`src/hw/rtl/bfpa_pkg.sv`:
```
// ----------------------------------------------------------------------------
// bfpa_pkg
// Shared types, field widths and codes of the best-fit partition allocator.
// ----------------------------------------------------------------------------
`default_nettype none

package bfpa_pkg;

  localparam int MODE_W  = 2;
  localparam int SIZE_W  = 16;
  localparam int STAT_W  = 2;
  localparam int INDEX_W = 4;
  localparam int TOTAL_W = 24;
  localparam int FREE_W  = 20;

  typedef logic [MODE_W-1:0]  mode_t;
  typedef logic [SIZE_W-1:0]  size_t;
  typedef logic [STAT_W-1:0]  status_t;
  typedef logic [INDEX_W-1:0] index_t;
  typedef logic [TOTAL_W-1:0] total_t;
  typedef logic [FREE_W-1:0]  free_t;

  localparam mode_t MODE_CLEAR  = 2'd0;
  localparam mode_t MODE_LOAD   = 2'd1;
  localparam mode_t MODE_ALLOC  = 2'd2;
  localparam mode_t MODE_REPORT = 2'd3;

  localparam status_t STATUS_OK    = 2'd0;
  localparam status_t STATUS_NOFIT = 2'd1;
  localparam status_t STATUS_FULL  = 2'd2;

  localparam total_t SUM_MAX  = 24'hFFFFFF;
  localparam free_t  FREE_MAX = 20'hFFFFF;

  typedef enum logic [1:0] {
    SCAN_BEST,
    SCAN_FREE,
    SCAN_EXT
  } scan_op_e;

  typedef struct packed {
    logic     init;
    logic     step;
    scan_op_e op;
  } scan_ctrl_t;

endpackage

`default_nettype wire

```
`src/hw/rtl/bfpa_if.sv`:
```
// ----------------------------------------------------------------------------
// bfpa_if
// Valid/ready channels for allocator requests and responses.
// ----------------------------------------------------------------------------
`default_nettype none

interface bfpa_req_if;
  import bfpa_pkg::*;

  logic  valid;
  logic  ready;
  mode_t mode;
  size_t size_value;

  modport source (output valid, output mode, output size_value, input ready);
  modport sink   (input valid, input mode, input size_value, output ready);
endinterface

interface bfpa_rsp_if;
  import bfpa_pkg::*;

  logic    valid;
  logic    ready;
  status_t status;
  logic    granted;
  index_t  partition_index;
  size_t   internal_frag;
  total_t  internal_total;
  free_t   free_total;
  size_t   external_frag;

  modport source (
    output valid, output status, output granted, output partition_index,
    output internal_frag, output internal_total, output free_total,
    output external_frag, input ready
  );
  modport sink (
    input valid, input status, input granted, input partition_index,
    input internal_frag, input internal_total, input free_total,
    input external_frag, output ready
  );
endinterface

`default_nettype wire

```
`src/hw/rtl/best_fit_partition_allocator.sv`:
```
// ----------------------------------------------------------------------------
// best_fit_partition_allocator
// Best-fit fixed-partition allocator with fragmentation reporting.
// ----------------------------------------------------------------------------
// Clear and load requests are answered straight from the idle state. An
// allocation walks the loaded partitions one per cycle through a single
// compare unit fed by the registered read port of the partition memory; a
// report walks the partitions and then the failure log. One request is in
// flight at a time; the response waits in an output register and the next
// request is taken once it has been delivered. The size memories need no
// clearing after reset: the fill counts bound every read.
`default_nettype none

module best_fit_partition_allocator #(
  parameter int PARTITIONS       = 16,
  parameter int FAILED_LOG_DEPTH = 16,
  parameter int SIZE_BITS        = 16
) (
  input  logic                clk_i,
  input  logic                rst_ni,
  bfpa_req_if.sink            req_i,
  bfpa_rsp_if.source          rsp_o
);
  import bfpa_pkg::*;

  localparam int SW   = (SIZE_BITS < SIZE_W) ? SIZE_BITS : SIZE_W;
  localparam int PIW  = (PARTITIONS > 1) ? $clog2(PARTITIONS) : 1;
  localparam int FIW  = (FAILED_LOG_DEPTH > 1) ? $clog2(FAILED_LOG_DEPTH) : 1;
  localparam int PCW  = $clog2(PARTITIONS + 1);
  localparam int FCW  = $clog2(FAILED_LOG_DEPTH + 1);
  localparam int CNTW = (PCW > FCW) ? PCW : FCW;
  localparam int FSW  = SW + PCW;
  localparam int FXW  = (FSW > FREE_W) ? FSW : FREE_W;

  localparam logic [1:0] ST_IDLE  = 2'd0;
  localparam logic [1:0] ST_PSCAN = 2'd1;
  localparam logic [1:0] ST_FSCAN = 2'd2;

  logic [1:0]      state_q, state_d;
  mode_t           mode_q, mode_d;
  logic [SW-1:0]   req_size_q, req_size_d;
  logic [PCW-1:0]  p_count_q, p_count_d;
  logic [FCW-1:0]  f_count_q, f_count_d;
  total_t          frag_sum_q, frag_sum_d;
  logic [PARTITIONS-1:0] used_q, used_d;
  logic [CNTW-1:0] issue_q, issue_d;
  logic            rd_v_q, rd_v_d;
  logic [CNTW-1:0] rd_idx_q, rd_idx_d;

  logic            rsp_valid_q, rsp_valid_d;
  status_t         rsp_status_q, rsp_status_d;
  logic            rsp_granted_q, rsp_granted_d;
  index_t          rsp_index_q, rsp_index_d;
  size_t           rsp_frag_q, rsp_frag_d;
  total_t          rsp_total_q, rsp_total_d;
  free_t           rsp_free_q, rsp_free_d;
  size_t           rsp_ext_q, rsp_ext_d;

  logic            req_acc;
  logic [SW-1:0]   size_in;
  logic [CNTW-1:0] limit;

  logic            pm_we;
  logic [SW-1:0]   pm_rdata;
  logic            fm_we;
  logic [SW-1:0]   fm_rdata;

  scan_ctrl_t      scan_ctrl;
  logic            sc_found;
  logic [PIW-1:0]  sc_best_idx;
  logic [SW-1:0]   sc_best_size;
  logic [FSW-1:0]  sc_free_sum;
  logic [SW-1:0]   sc_ext;

  logic [SW-1:0]   frag;
  logic [TOTAL_W:0] frag_acc;
  logic [FXW-1:0]  free_x;

  assign req_acc = req_i.valid && req_i.ready;
  assign size_in = req_i.size_value[SW-1:0];
  assign limit   = (state_q == ST_FSCAN) ? CNTW'(f_count_q) : CNTW'(p_count_q);

  assign frag     = sc_best_size - req_size_q;
  assign frag_acc = {1'b0, frag_sum_q} + (TOTAL_W + 1)'(frag);
  assign free_x   = FXW'(sc_free_sum);

  bfpa_mem #(
    .DEPTH (PARTITIONS),
    .WIDTH (SW)
  ) u_part_mem (
    .clk_i   (clk_i),
    .we_i    (pm_we),
    .waddr_i (p_count_q[PIW-1:0]),
    .wdata_i (size_in),
    .raddr_i (issue_q[PIW-1:0]),
    .rdata_o (pm_rdata)
  );

  bfpa_mem #(
    .DEPTH (FAILED_LOG_DEPTH),
    .WIDTH (SW)
  ) u_fail_mem (
    .clk_i   (clk_i),
    .we_i    (fm_we),
    .waddr_i (f_count_q[FIW-1:0]),
    .wdata_i (req_size_q),
    .raddr_i (issue_q[FIW-1:0]),
    .rdata_o (fm_rdata)
  );

  bfpa_scan #(
    .IDXW (PIW),
    .SW   (SW),
    .FSW  (FSW)
  ) u_scan (
    .clk_i       (clk_i),
    .rst_ni      (rst_ni),
    .ctrl_i      (scan_ctrl),
    .elem_i      ((state_q == ST_FSCAN) ? fm_rdata : pm_rdata),
    .used_i      (used_q[rd_idx_q[PIW-1:0]]),
    .idx_i       (rd_idx_q[PIW-1:0]),
    .req_size_i  (req_size_q),
    .found_o     (sc_found),
    .best_idx_o  (sc_best_idx),
    .best_size_o (sc_best_size),
    .free_sum_o  (sc_free_sum),
    .ext_o       (sc_ext)
  );

  always_comb begin
    state_d       = state_q;
    mode_d        = mode_q;
    req_size_d    = req_size_q;
    p_count_d     = p_count_q;
    f_count_d     = f_count_q;
    frag_sum_d    = frag_sum_q;
    used_d        = used_q;
    issue_d       = issue_q;
    rd_v_d        = 1'b0;
    rd_idx_d      = issue_q;
    rsp_valid_d   = rsp_valid_q && !rsp_o.ready;
    rsp_status_d  = rsp_status_q;
    rsp_granted_d = rsp_granted_q;
    rsp_index_d   = rsp_index_q;
    rsp_frag_d    = rsp_frag_q;
    rsp_total_d   = rsp_total_q;
    rsp_free_d    = rsp_free_q;
    rsp_ext_d     = rsp_ext_q;
    pm_we         = 1'b0;
    fm_we         = 1'b0;
    scan_ctrl.init = 1'b0;
    scan_ctrl.step = rd_v_q;
    if (state_q == ST_FSCAN) begin
      scan_ctrl.op = SCAN_EXT;
    end else if (mode_q == MODE_ALLOC) begin
      scan_ctrl.op = SCAN_BEST;
    end else begin
      scan_ctrl.op = SCAN_FREE;
    end

    unique case (state_q) inside
      ST_IDLE: begin
        if (req_acc) begin
          rsp_status_d  = STATUS_OK;
          rsp_granted_d = 1'b0;
          rsp_index_d   = '0;
          rsp_frag_d    = '0;
          rsp_free_d    = '0;
          rsp_ext_d     = '0;
          rsp_total_d   = frag_sum_q;
          unique case (req_i.mode) inside
            MODE_CLEAR: begin
              used_d      = '0;
              p_count_d   = '0;
              f_count_d   = '0;
              frag_sum_d  = '0;
              rsp_total_d = '0;
              rsp_valid_d = 1'b1;
            end
            MODE_LOAD: begin
              if (p_count_q != PCW'(PARTITIONS)) begin
                pm_we                      = 1'b1;
                used_d[p_count_q[PIW-1:0]] = 1'b0;
                p_count_d                  = p_count_q + 1'b1;
              end else begin
                rsp_status_d = STATUS_FULL;
              end
              rsp_valid_d = 1'b1;
            end
            MODE_ALLOC, MODE_REPORT: begin
              mode_d         = req_i.mode;
              req_size_d     = size_in;
              issue_d        = '0;
              scan_ctrl.init = 1'b1;
              state_d        = ST_PSCAN;
            end
            default: ;
          endcase
        end
      end
      ST_PSCAN, ST_FSCAN: begin
        if (issue_q != limit) begin
          issue_d = issue_q + 1'b1;
          rd_v_d  = 1'b1;
        end else if (!rd_v_q) begin
          // last entry has gone through the compare unit
          if (state_q == ST_FSCAN) begin
            rsp_free_d  = (free_x > FXW'(FREE_MAX)) ? FREE_MAX : free_x[FREE_W-1:0];
            rsp_ext_d   = SIZE_W'(sc_ext);
            rsp_valid_d = 1'b1;
            state_d     = ST_IDLE;
          end else if (mode_q == MODE_ALLOC) begin
            if (sc_found) begin
              used_d[sc_best_idx] = 1'b1;
              frag_sum_d    = frag_acc[TOTAL_W] ? SUM_MAX : frag_acc[TOTAL_W-1:0];
              rsp_total_d   = frag_acc[TOTAL_W] ? SUM_MAX : frag_acc[TOTAL_W-1:0];
              rsp_granted_d = 1'b1;
              rsp_index_d   = INDEX_W'(sc_best_idx);
              rsp_frag_d    = SIZE_W'(frag);
            end else if (f_count_q != FCW'(FAILED_LOG_DEPTH)) begin
              fm_we        = 1'b1;
              f_count_d    = f_count_q + 1'b1;
              rsp_status_d = STATUS_NOFIT;
            end else begin
              rsp_status_d = STATUS_FULL;
            end
            rsp_valid_d = 1'b1;
            state_d     = ST_IDLE;
          end else begin
            issue_d = '0;
            state_d = ST_FSCAN;
          end
        end
      end
      default: state_d = ST_IDLE;
    endcase
  end

  always_ff @(posedge clk_i or negedge rst_ni) begin
    if (!rst_ni) begin
      state_q     <= ST_IDLE;
      p_count_q   <= '0;
      f_count_q   <= '0;
      frag_sum_q  <= '0;
      used_q      <= '0;
      issue_q     <= '0;
      rd_v_q      <= 1'b0;
      rsp_valid_q <= 1'b0;
    end else begin
      state_q     <= state_d;
      p_count_q   <= p_count_d;
      f_count_q   <= f_count_d;
      frag_sum_q  <= frag_sum_d;
      used_q      <= used_d;
      issue_q     <= issue_d;
      rd_v_q      <= rd_v_d;
      rsp_valid_q <= rsp_valid_d;
    end
  end

  always_ff @(posedge clk_i) begin
    mode_q        <= mode_d;
    req_size_q    <= req_size_d;
    rd_idx_q      <= rd_idx_d;
    rsp_status_q  <= rsp_status_d;
    rsp_granted_q <= rsp_granted_d;
    rsp_index_q   <= rsp_index_d;
    rsp_frag_q    <= rsp_frag_d;
    rsp_total_q   <= rsp_total_d;
    rsp_free_q    <= rsp_free_d;
    rsp_ext_q     <= rsp_ext_d;
  end

  assign req_i.ready           = (state_q == ST_IDLE) && !rsp_valid_q;
  assign rsp_o.valid           = rsp_valid_q;
  assign rsp_o.status          = rsp_status_q;
  assign rsp_o.granted         = rsp_granted_q;
  assign rsp_o.partition_index = rsp_index_q;
  assign rsp_o.internal_frag   = rsp_frag_q;
  assign rsp_o.internal_total  = rsp_total_q;
  assign rsp_o.free_total      = rsp_free_q;
  assign rsp_o.external_frag   = rsp_ext_q;

  a_p_count_bound: assert property (@(posedge clk_i) disable iff (!rst_ni)
    p_count_q <= PCW'(PARTITIONS))
    else $error("partition count beyond table depth");

  a_f_count_bound: assert property (@(posedge clk_i) disable iff (!rst_ni)
    f_count_q <= FCW'(FAILED_LOG_DEPTH))
    else $error("failure count beyond log depth");

  a_grant_ok: assert property (@(posedge clk_i) disable iff (!rst_ni)
    rsp_valid_q && rsp_granted_q |-> rsp_status_q == STATUS_OK)
    else $error("grant reported with error status");

  a_no_rsp_in_scan: assert property (@(posedge clk_i) disable iff (!rst_ni)
    state_q != ST_IDLE |-> !rsp_valid_q)
    else $error("response pending while a scan runs");

  a_scan_done_idle: assert property (@(posedge clk_i) disable iff (!rst_ni)
    $rose(rsp_valid_q) |-> state_q == ST_IDLE && !rd_v_q)
    else $error("response raised with scan still active");

endmodule

`default_nettype wire

```
`src/hw/rtl/bfpa_mem.sv`:
```
// ----------------------------------------------------------------------------
// bfpa_mem
// Single write port, single registered read port storage array.
// ----------------------------------------------------------------------------
`default_nettype none

module bfpa_mem #(
  parameter int DEPTH = 16,
  parameter int WIDTH = 16
) (
  input  logic                                   clk_i,
  input  logic                                   we_i,
  input  logic [((DEPTH > 1) ? $clog2(DEPTH) : 1)-1:0] waddr_i,
  input  logic [WIDTH-1:0]                       wdata_i,
  input  logic [((DEPTH > 1) ? $clog2(DEPTH) : 1)-1:0] raddr_i,
  output logic [WIDTH-1:0]                       rdata_o
);

  logic [WIDTH-1:0] mem_q [DEPTH];
  logic [WIDTH-1:0] rdata_q;

  always_ff @(posedge clk_i) begin
    if (we_i) begin
      mem_q[waddr_i] <= wdata_i;
    end
    rdata_q <= mem_q[raddr_i];
  end

  assign rdata_o = rdata_q;

endmodule

`default_nettype wire

```
`src/hw/rtl/bfpa_scan.sv`:
```
// ----------------------------------------------------------------------------
// bfpa_scan
// Shared compare/accumulate unit, fed one table entry per cycle.
// ----------------------------------------------------------------------------
`default_nettype none

module bfpa_scan #(
  parameter int IDXW = 4,
  parameter int SW   = 16,
  parameter int FSW  = 21
) (
  input  logic                clk_i,
  input  logic                rst_ni,
  input  bfpa_pkg::scan_ctrl_t ctrl_i,
  input  logic [SW-1:0]       elem_i,
  input  logic                used_i,
  input  logic [IDXW-1:0]     idx_i,
  input  logic [SW-1:0]       req_size_i,
  output logic                found_o,
  output logic [IDXW-1:0]     best_idx_o,
  output logic [SW-1:0]       best_size_o,
  output logic [FSW-1:0]      free_sum_o,
  output logic [SW-1:0]       ext_o
);
  import bfpa_pkg::*;

  logic            found_q;
  logic [IDXW-1:0] best_idx_q;
  logic [SW-1:0]   best_size_q;
  logic [FSW-1:0]  free_sum_q;
  logic [SW-1:0]   ext_q;

  logic fits, smaller, below, larger;

  assign fits    = elem_i >= req_size_i;
  assign smaller = elem_i < best_size_q;
  assign below   = FSW'(elem_i) < free_sum_q;
  assign larger  = elem_i > ext_q;

  always_ff @(posedge clk_i or negedge rst_ni) begin
    if (!rst_ni) begin
      found_q     <= 1'b0;
      best_idx_q  <= '0;
      best_size_q <= '0;
      free_sum_q  <= '0;
      ext_q       <= '0;
    end else if (ctrl_i.init) begin
      found_q     <= 1'b0;
      best_idx_q  <= '0;
      best_size_q <= '0;
      free_sum_q  <= '0;
      ext_q       <= '0;
    end else if (ctrl_i.step) begin
      case (ctrl_i.op)
        SCAN_BEST: begin
          // lowest index wins on ties: replace only on strictly smaller
          if (!used_i && fits && (!found_q || smaller)) begin
            found_q     <= 1'b1;
            best_idx_q  <= idx_i;
            best_size_q <= elem_i;
          end
        end
        SCAN_FREE: begin
          if (!used_i) begin
            free_sum_q <= free_sum_q + FSW'(elem_i);
          end
        end
        SCAN_EXT: begin
          if (below && larger) begin
            ext_q <= elem_i;
          end
        end
        default: ;
      endcase
    end
  end

  assign found_o     = found_q;
  assign best_idx_o  = best_idx_q;
  assign best_size_o = best_size_q;
  assign free_sum_o  = free_sum_q;
  assign ext_o       = ext_q;

endmodule

`default_nettype wire

```
`src/flat_wrapper.sv`:
```
// flat-port wrapper written by rule: the top's interface ports become plain ports
module best_fit_partition_allocator_flat import bfpa_pkg::*;
#(
  parameter int PARTITIONS       = 16,
  parameter int FAILED_LOG_DEPTH = 16,
  parameter int SIZE_BITS        = 16
)
  (clk_i, rst_ni, req_i_valid, req_i_mode, req_i_size_value, req_i_ready, rsp_o_valid, rsp_o_status, rsp_o_granted, rsp_o_partition_index, rsp_o_internal_frag, rsp_o_internal_total, rsp_o_free_total, rsp_o_external_frag, rsp_o_ready);
  bfpa_req_if req_i_i ();
  bfpa_rsp_if rsp_o_i ();
  input  logic clk_i;
  input  logic rst_ni;
  input wire logic [$bits(req_i_i.valid)-1:0] req_i_valid;
  input wire logic [$bits(req_i_i.mode)-1:0] req_i_mode;
  input wire logic [$bits(req_i_i.size_value)-1:0] req_i_size_value;
  output wire logic [$bits(req_i_i.ready)-1:0] req_i_ready;
  output wire logic [$bits(rsp_o_i.valid)-1:0] rsp_o_valid;
  output wire logic [$bits(rsp_o_i.status)-1:0] rsp_o_status;
  output wire logic [$bits(rsp_o_i.granted)-1:0] rsp_o_granted;
  output wire logic [$bits(rsp_o_i.partition_index)-1:0] rsp_o_partition_index;
  output wire logic [$bits(rsp_o_i.internal_frag)-1:0] rsp_o_internal_frag;
  output wire logic [$bits(rsp_o_i.internal_total)-1:0] rsp_o_internal_total;
  output wire logic [$bits(rsp_o_i.free_total)-1:0] rsp_o_free_total;
  output wire logic [$bits(rsp_o_i.external_frag)-1:0] rsp_o_external_frag;
  input wire logic [$bits(rsp_o_i.ready)-1:0] rsp_o_ready;
  assign req_i_i.valid = req_i_valid;
  assign req_i_i.mode = req_i_mode;
  assign req_i_i.size_value = req_i_size_value;
  assign req_i_ready = req_i_i.ready;
  assign rsp_o_valid = rsp_o_i.valid;
  assign rsp_o_status = rsp_o_i.status;
  assign rsp_o_granted = rsp_o_i.granted;
  assign rsp_o_partition_index = rsp_o_i.partition_index;
  assign rsp_o_internal_frag = rsp_o_i.internal_frag;
  assign rsp_o_internal_total = rsp_o_i.internal_total;
  assign rsp_o_free_total = rsp_o_i.free_total;
  assign rsp_o_external_frag = rsp_o_i.external_frag;
  assign rsp_o_i.ready = rsp_o_ready;
  best_fit_partition_allocator #(.PARTITIONS(PARTITIONS), .FAILED_LOG_DEPTH(FAILED_LOG_DEPTH), .SIZE_BITS(SIZE_BITS)) u_core (.clk_i(clk_i), .rst_ni(rst_ni), .req_i(req_i_i), .rsp_o(rsp_o_i));
endmodule
```
`config.mk`:
```
export PLATFORM = sky130hd
export DESIGN_NAME = best_fit_partition_allocator_flat
export DESIGN_NICKNAME = d
export VERILOG_FILES = /design/src/hw/rtl/bfpa_pkg.sv /design/src/hw/rtl/bfpa_if.sv /design/src/hw/rtl/best_fit_partition_allocator.sv /design/src/hw/rtl/bfpa_mem.sv /design/src/hw/rtl/bfpa_scan.sv /design/src/flat_wrapper.sv
export SDC_FILE = /design/constraint.sdc
export NUM_CORES = 1
export LEC_CHECK = 0
export ABC_AREA = 1
export BUFFER_PORTS_ARGS = -buffer_cell sky130_fd_sc_hd__buf_2
export CORE_MARGIN = 2
export CORE_UTILIZATION = 40
export CTS_CLUSTER_DIAMETER = 100
export DETAILED_ROUTE_END_ITERATION = 6
export GPL_TIMING_DRIVEN = 0
export SLEW_MARGIN = 20
export SYNTH_ARGS = -nofsm -noshare
export SYNTH_HDL_FRONTEND = slang
export SYNTH_SLANG_ARGS = --single-unit
```
`constraint.sdc`:
```
create_clock -name clk_i -period 5.5 [get_ports clk_i]
set_clock_uncertainty 0.2 [all_clocks]
set_input_delay 0.275 -clock clk_i [delete_from_list [all_inputs] [get_ports clk_i]]
set_output_delay 0.275 -clock clk_i [all_outputs]
set_load 0.01 [all_outputs]
```
==> run_results.csv <==
group,metric,value,unit
status,outcome,"finished clean",
clocking,cts.sinks,766,
detailed_routing,vias,25800,
logic_synthesis,synthAdderAreaFrac,4.76,%
run,cap_violations,0,
global_route,first_global_vias,25000,
logic_synthesis,syn_nets,3444,
final_layout,final_nets,3706,
sta,drv_slew,0,
die,initial_utilization,40.5,%
critical_path,required,5750,ps
logic_synthesis,synth_ff_type,"edfxtp_1",
clocking,clockRootBuffer,"clkbuf_16",
die,die_h,301,um
critical_path,cp_max_fo,18,
logic_synthesis,yosysUniqueCellTypes,46,
logic_synthesis,yosysTopAreaCellShare,52.3,%
critical_path,worst-setup-path-type,"reg -> reg",
critical_path,slowest_delay,730,ps
logic_synthesis,synth.largest_area_cell,"edfxtp_1",
critical_path,critPathLaunchType,"register",
placed_design,dp_hpwl,73800,um
clocking,numCtsBuffers,78,
detailed_routing,ant_nets,0,
detailed_routing,dr.pass1.iters,6,
global_route,grt_pass1_wl,153000,um
clocking,cts.clk_slew.worst_paths,60,ps
logic_synthesis,synth_top_family_by_area,"simple AND/OR/NAND/NOR gates",
power_and_ir_drop,ir_drop,0.000406,V
sta,slew_headroom,37.6,%
die,core-area,86900,sq um
logic_synthesis,synth_common_cells,"613 x edfxtp_1, 564 x nand2_1, 466 x nor2_1, 231 x inv_1",
sta,setup_violations,0,
sta,period_share,94.8,%
sta,worst_pin_slew,927,ps
placed_design,io_buffers,106,
logic_synthesis,netlist_area,35200,sq um
clocking,cts_buffer_depth,3,
sta,fmax,0.192,GHz
logic_synthesis,synth-seq-cells,766,
clocking,cts.htree.levels,3,
global_route,grt_max_degree,60,
critical_path,crit_chain,"ha_1 -> fa_1 -> o31ai_1 -> nand2_1 -> nand3_1 -> xor2_1 -> inv_1 -> ha_1 -> nand2_1 -> nor2_1 -> and2_1 -> nand2_1 -> nand2_1 -> nand3_2 -> nand2_1 -> inv_2 -> buf_2 -> a21oi_1",
logic_synthesis,synth_edf_count,613,
logic_synthesis,ys_seq_area_share,62.7,%
die,ios,107,
sta,rsz0062_at_grt,"false",
sta,period_needed,5210,ps
sta,hold_viol,0,
detailed_routing,drt-initial-drc-count,2417,
logic_synthesis,avgSynthCellArea,10.7,sq um
logic_synthesis,synth_cells,3290,
final_layout,drive_above_1_share,9.68,%
detailed_routing,vias_per_cell,5.41,
critical_path,endpoint_kind,"register",
power_and_ir_drop,p_leak,15.8,nW
final_layout,num_antenna_cells,0,
detailed_routing,wl_per_cell,21.3,um
logic_synthesis,synthXorXnorAreaFrac,1.02,%
final_layout,area_delta_synth_final,16.0,%
critical_path,worst_path_max_delay_cell,"edfxtp_1",
power_and_ir_drop,p_per_area,575,nW/um^2
critical_path,cp_common_cell,"nand2_1",
logic_synthesis,ys_warn_count,0,
final_layout,final_util,47.0,%
logic_synthesis,synth.most_common_cell,"edfxtp_1",
logic_synthesis,synthSimpleGateAreaFrac,15.9,%
clocking,cts_tree,"built",
hold_path,min_path_type,"in -> reg",
power_and_ir_drop,power.total,23.5,mW
clocking,clkLatencyLatePin,640,ps
logic_synthesis,muxShareOfSynthArea,1.54,%
sta,whs,79.3,ps
sta,setup_slack,288,ps
critical_path,arrival,5460,ps
die,fp-row-count,108,
logic_synthesis,synth_compound_gate_area_share,9.67,%
die,die_area,90300,sq um
global_route,grt_antenna_before_repair,3,
detailed_routing,drt-total-wl,102000,um
logic_synthesis,synthTopCellsByArea,"edfxtp_1 52%, dfrtp_1 8.3%, nand2_1 6.0%, nor2_1 5.0%, ha_1 4.6%",
die,fp.dieW,301,um
global_route,grt_overflow,0,
placed_design,place_ws,56.2,ps
global_route,grtUsageTotal,22.4,%
placed_design,routabilityCongestion,0.936,
detailed_routing,drc,0,
logic_synthesis,async_flop_share,15.3,%
[per-stage QoR]
step	setup TNS, ps	instance area [sq um]	instances
2_1_floorplan	0	35200	3290
3_3_place_gp	-38180	37100	4551
3_5_place_dp	0	37600	4579
4_1_cts	0	40500	4746
5_1_grt	0	40800	4771
6_report	0	40800	4771
[worst paths after layout]
check                                     startpoint                         endpoint  slack (ps)  cells past startpoint
worst max-delay path            u_core.req_size_q[0]  u_core.rsp_o.internal_total[19]         290                     18
min in group asynchronous                     rst_ni     u_core.u_scan.free_sum_o[12]         490                      3
worst min register to register     u_core.issue_q[0]               u_core.rd_idx_q[0]         220                      0
worst max register to register  u_core.req_size_q[0]  u_core.rsp_o.internal_total[19]         290                     18
max in group asynchronous                     rst_ni      u_core.u_scan.free_sum_o[4]        3410                      4
worst min-delay path                     req_i_valid              u_core.p_count_q[2]          80                      4
[logic make-up after synthesis]
logic type                 Yosys count
AOI/OAI and AO/OA                  552
xor gates and xnor gates            41
adders and majority gates          132
buffers and inverters              397
DFF                                766
muxes                               54
and+or+nand+nor                   1348
[where the power goes]
group	internal (mW)	leakage [nW]	total [mW]	switching, mW
Combinational	3.09	7.08	10.1	7.02
Clock	3.16	1.27	5.48	2.32
Sequential	7.36	7.42	7.87	0.510
Total	13.6	15.8	23.5	9.85
[registers in the layout (all words and copies together), names as in the netlist, 20 cells and up]
signal / flops
u_core.u_fail_mem.mem_q: 256
u_core.u_part_mem.mem_q: 256
u_core.frag_sum_q: 24
u_core.rsp_o.internal_total: 24
u_core.u_scan.free_sum_o: 21
u_core.rsp_o.free_total: 20
[routing by layer]
layer	GRT usage [%]	part of all wire, %	up-vias
li1	-	-	12100
met1	30.7	43	12500
met2	36.4	47	1012
met3	3.65	7.8	157
met4	7.49	2.9	0
met5	0	0	-
[timing repair]
item | CTS | global route
setup endpoints to repair | 0 | 26
hold endpoints to repair | 393 | 0
hold buffers | 23 | 0
setup buffers | 0 | 25
resized for setup | 0 | 0
[cell type report]
type	count	area, sq um
plain buffers	157	658
clock buffers	102	2150
clock inverters	42	488
fillers	7989	46100
inverters	240	901
multi-input cells	2127	11700
flip-flops and latches	766	22100
well taps	1155	1450
repair buffers	182	1440
[critical path, delay by kind of cell (launching register included)]
kind | cells | cell delay, ps
AO/OA/AOI/OAI | 2 | 770
XOR/XNOR | 1 | 230
adder cells (fa/ha/maj) | 3 | 1230
buffers and inverters | 3 | 430
flip-flops | 1 | 730
AND/OR/NAND/NOR | 9 | 1420
[placed cells by master (no fill, tap or decap), types with 6 or more instances in the layout]
cell,count
dfrtp_1,117
nand2_1,564
buf_1,12
clkinv_1,16
o32ai_1,74
a21boi_0,7
nand3b_1,8
clkinv_2,9
buf_8,12
nor2_2,28
clkbuf_1,132
buf_12,9
o221ai_1,54
a21oi_1,123
nor2_1,434
a31oi_1,6
buf_4,21
nor3_1,27
clkbuf_16,81
nand4_1,38
buf_2,127
dlygate4sd3_1,23
o21ai_0,229
buf_6,19
o211ai_1,15
mux2i_1,54
o21bai_1,10
ha_1,129
o22ai_1,14
bufinv_16,8
dfxtp_1,36
edfxtp_1,613
xnor2_1,13
inv_1,231
xor2_1,28
nand3_1,229
inv_2,6
Note: power is estimated with default switching activity, not from simulation.
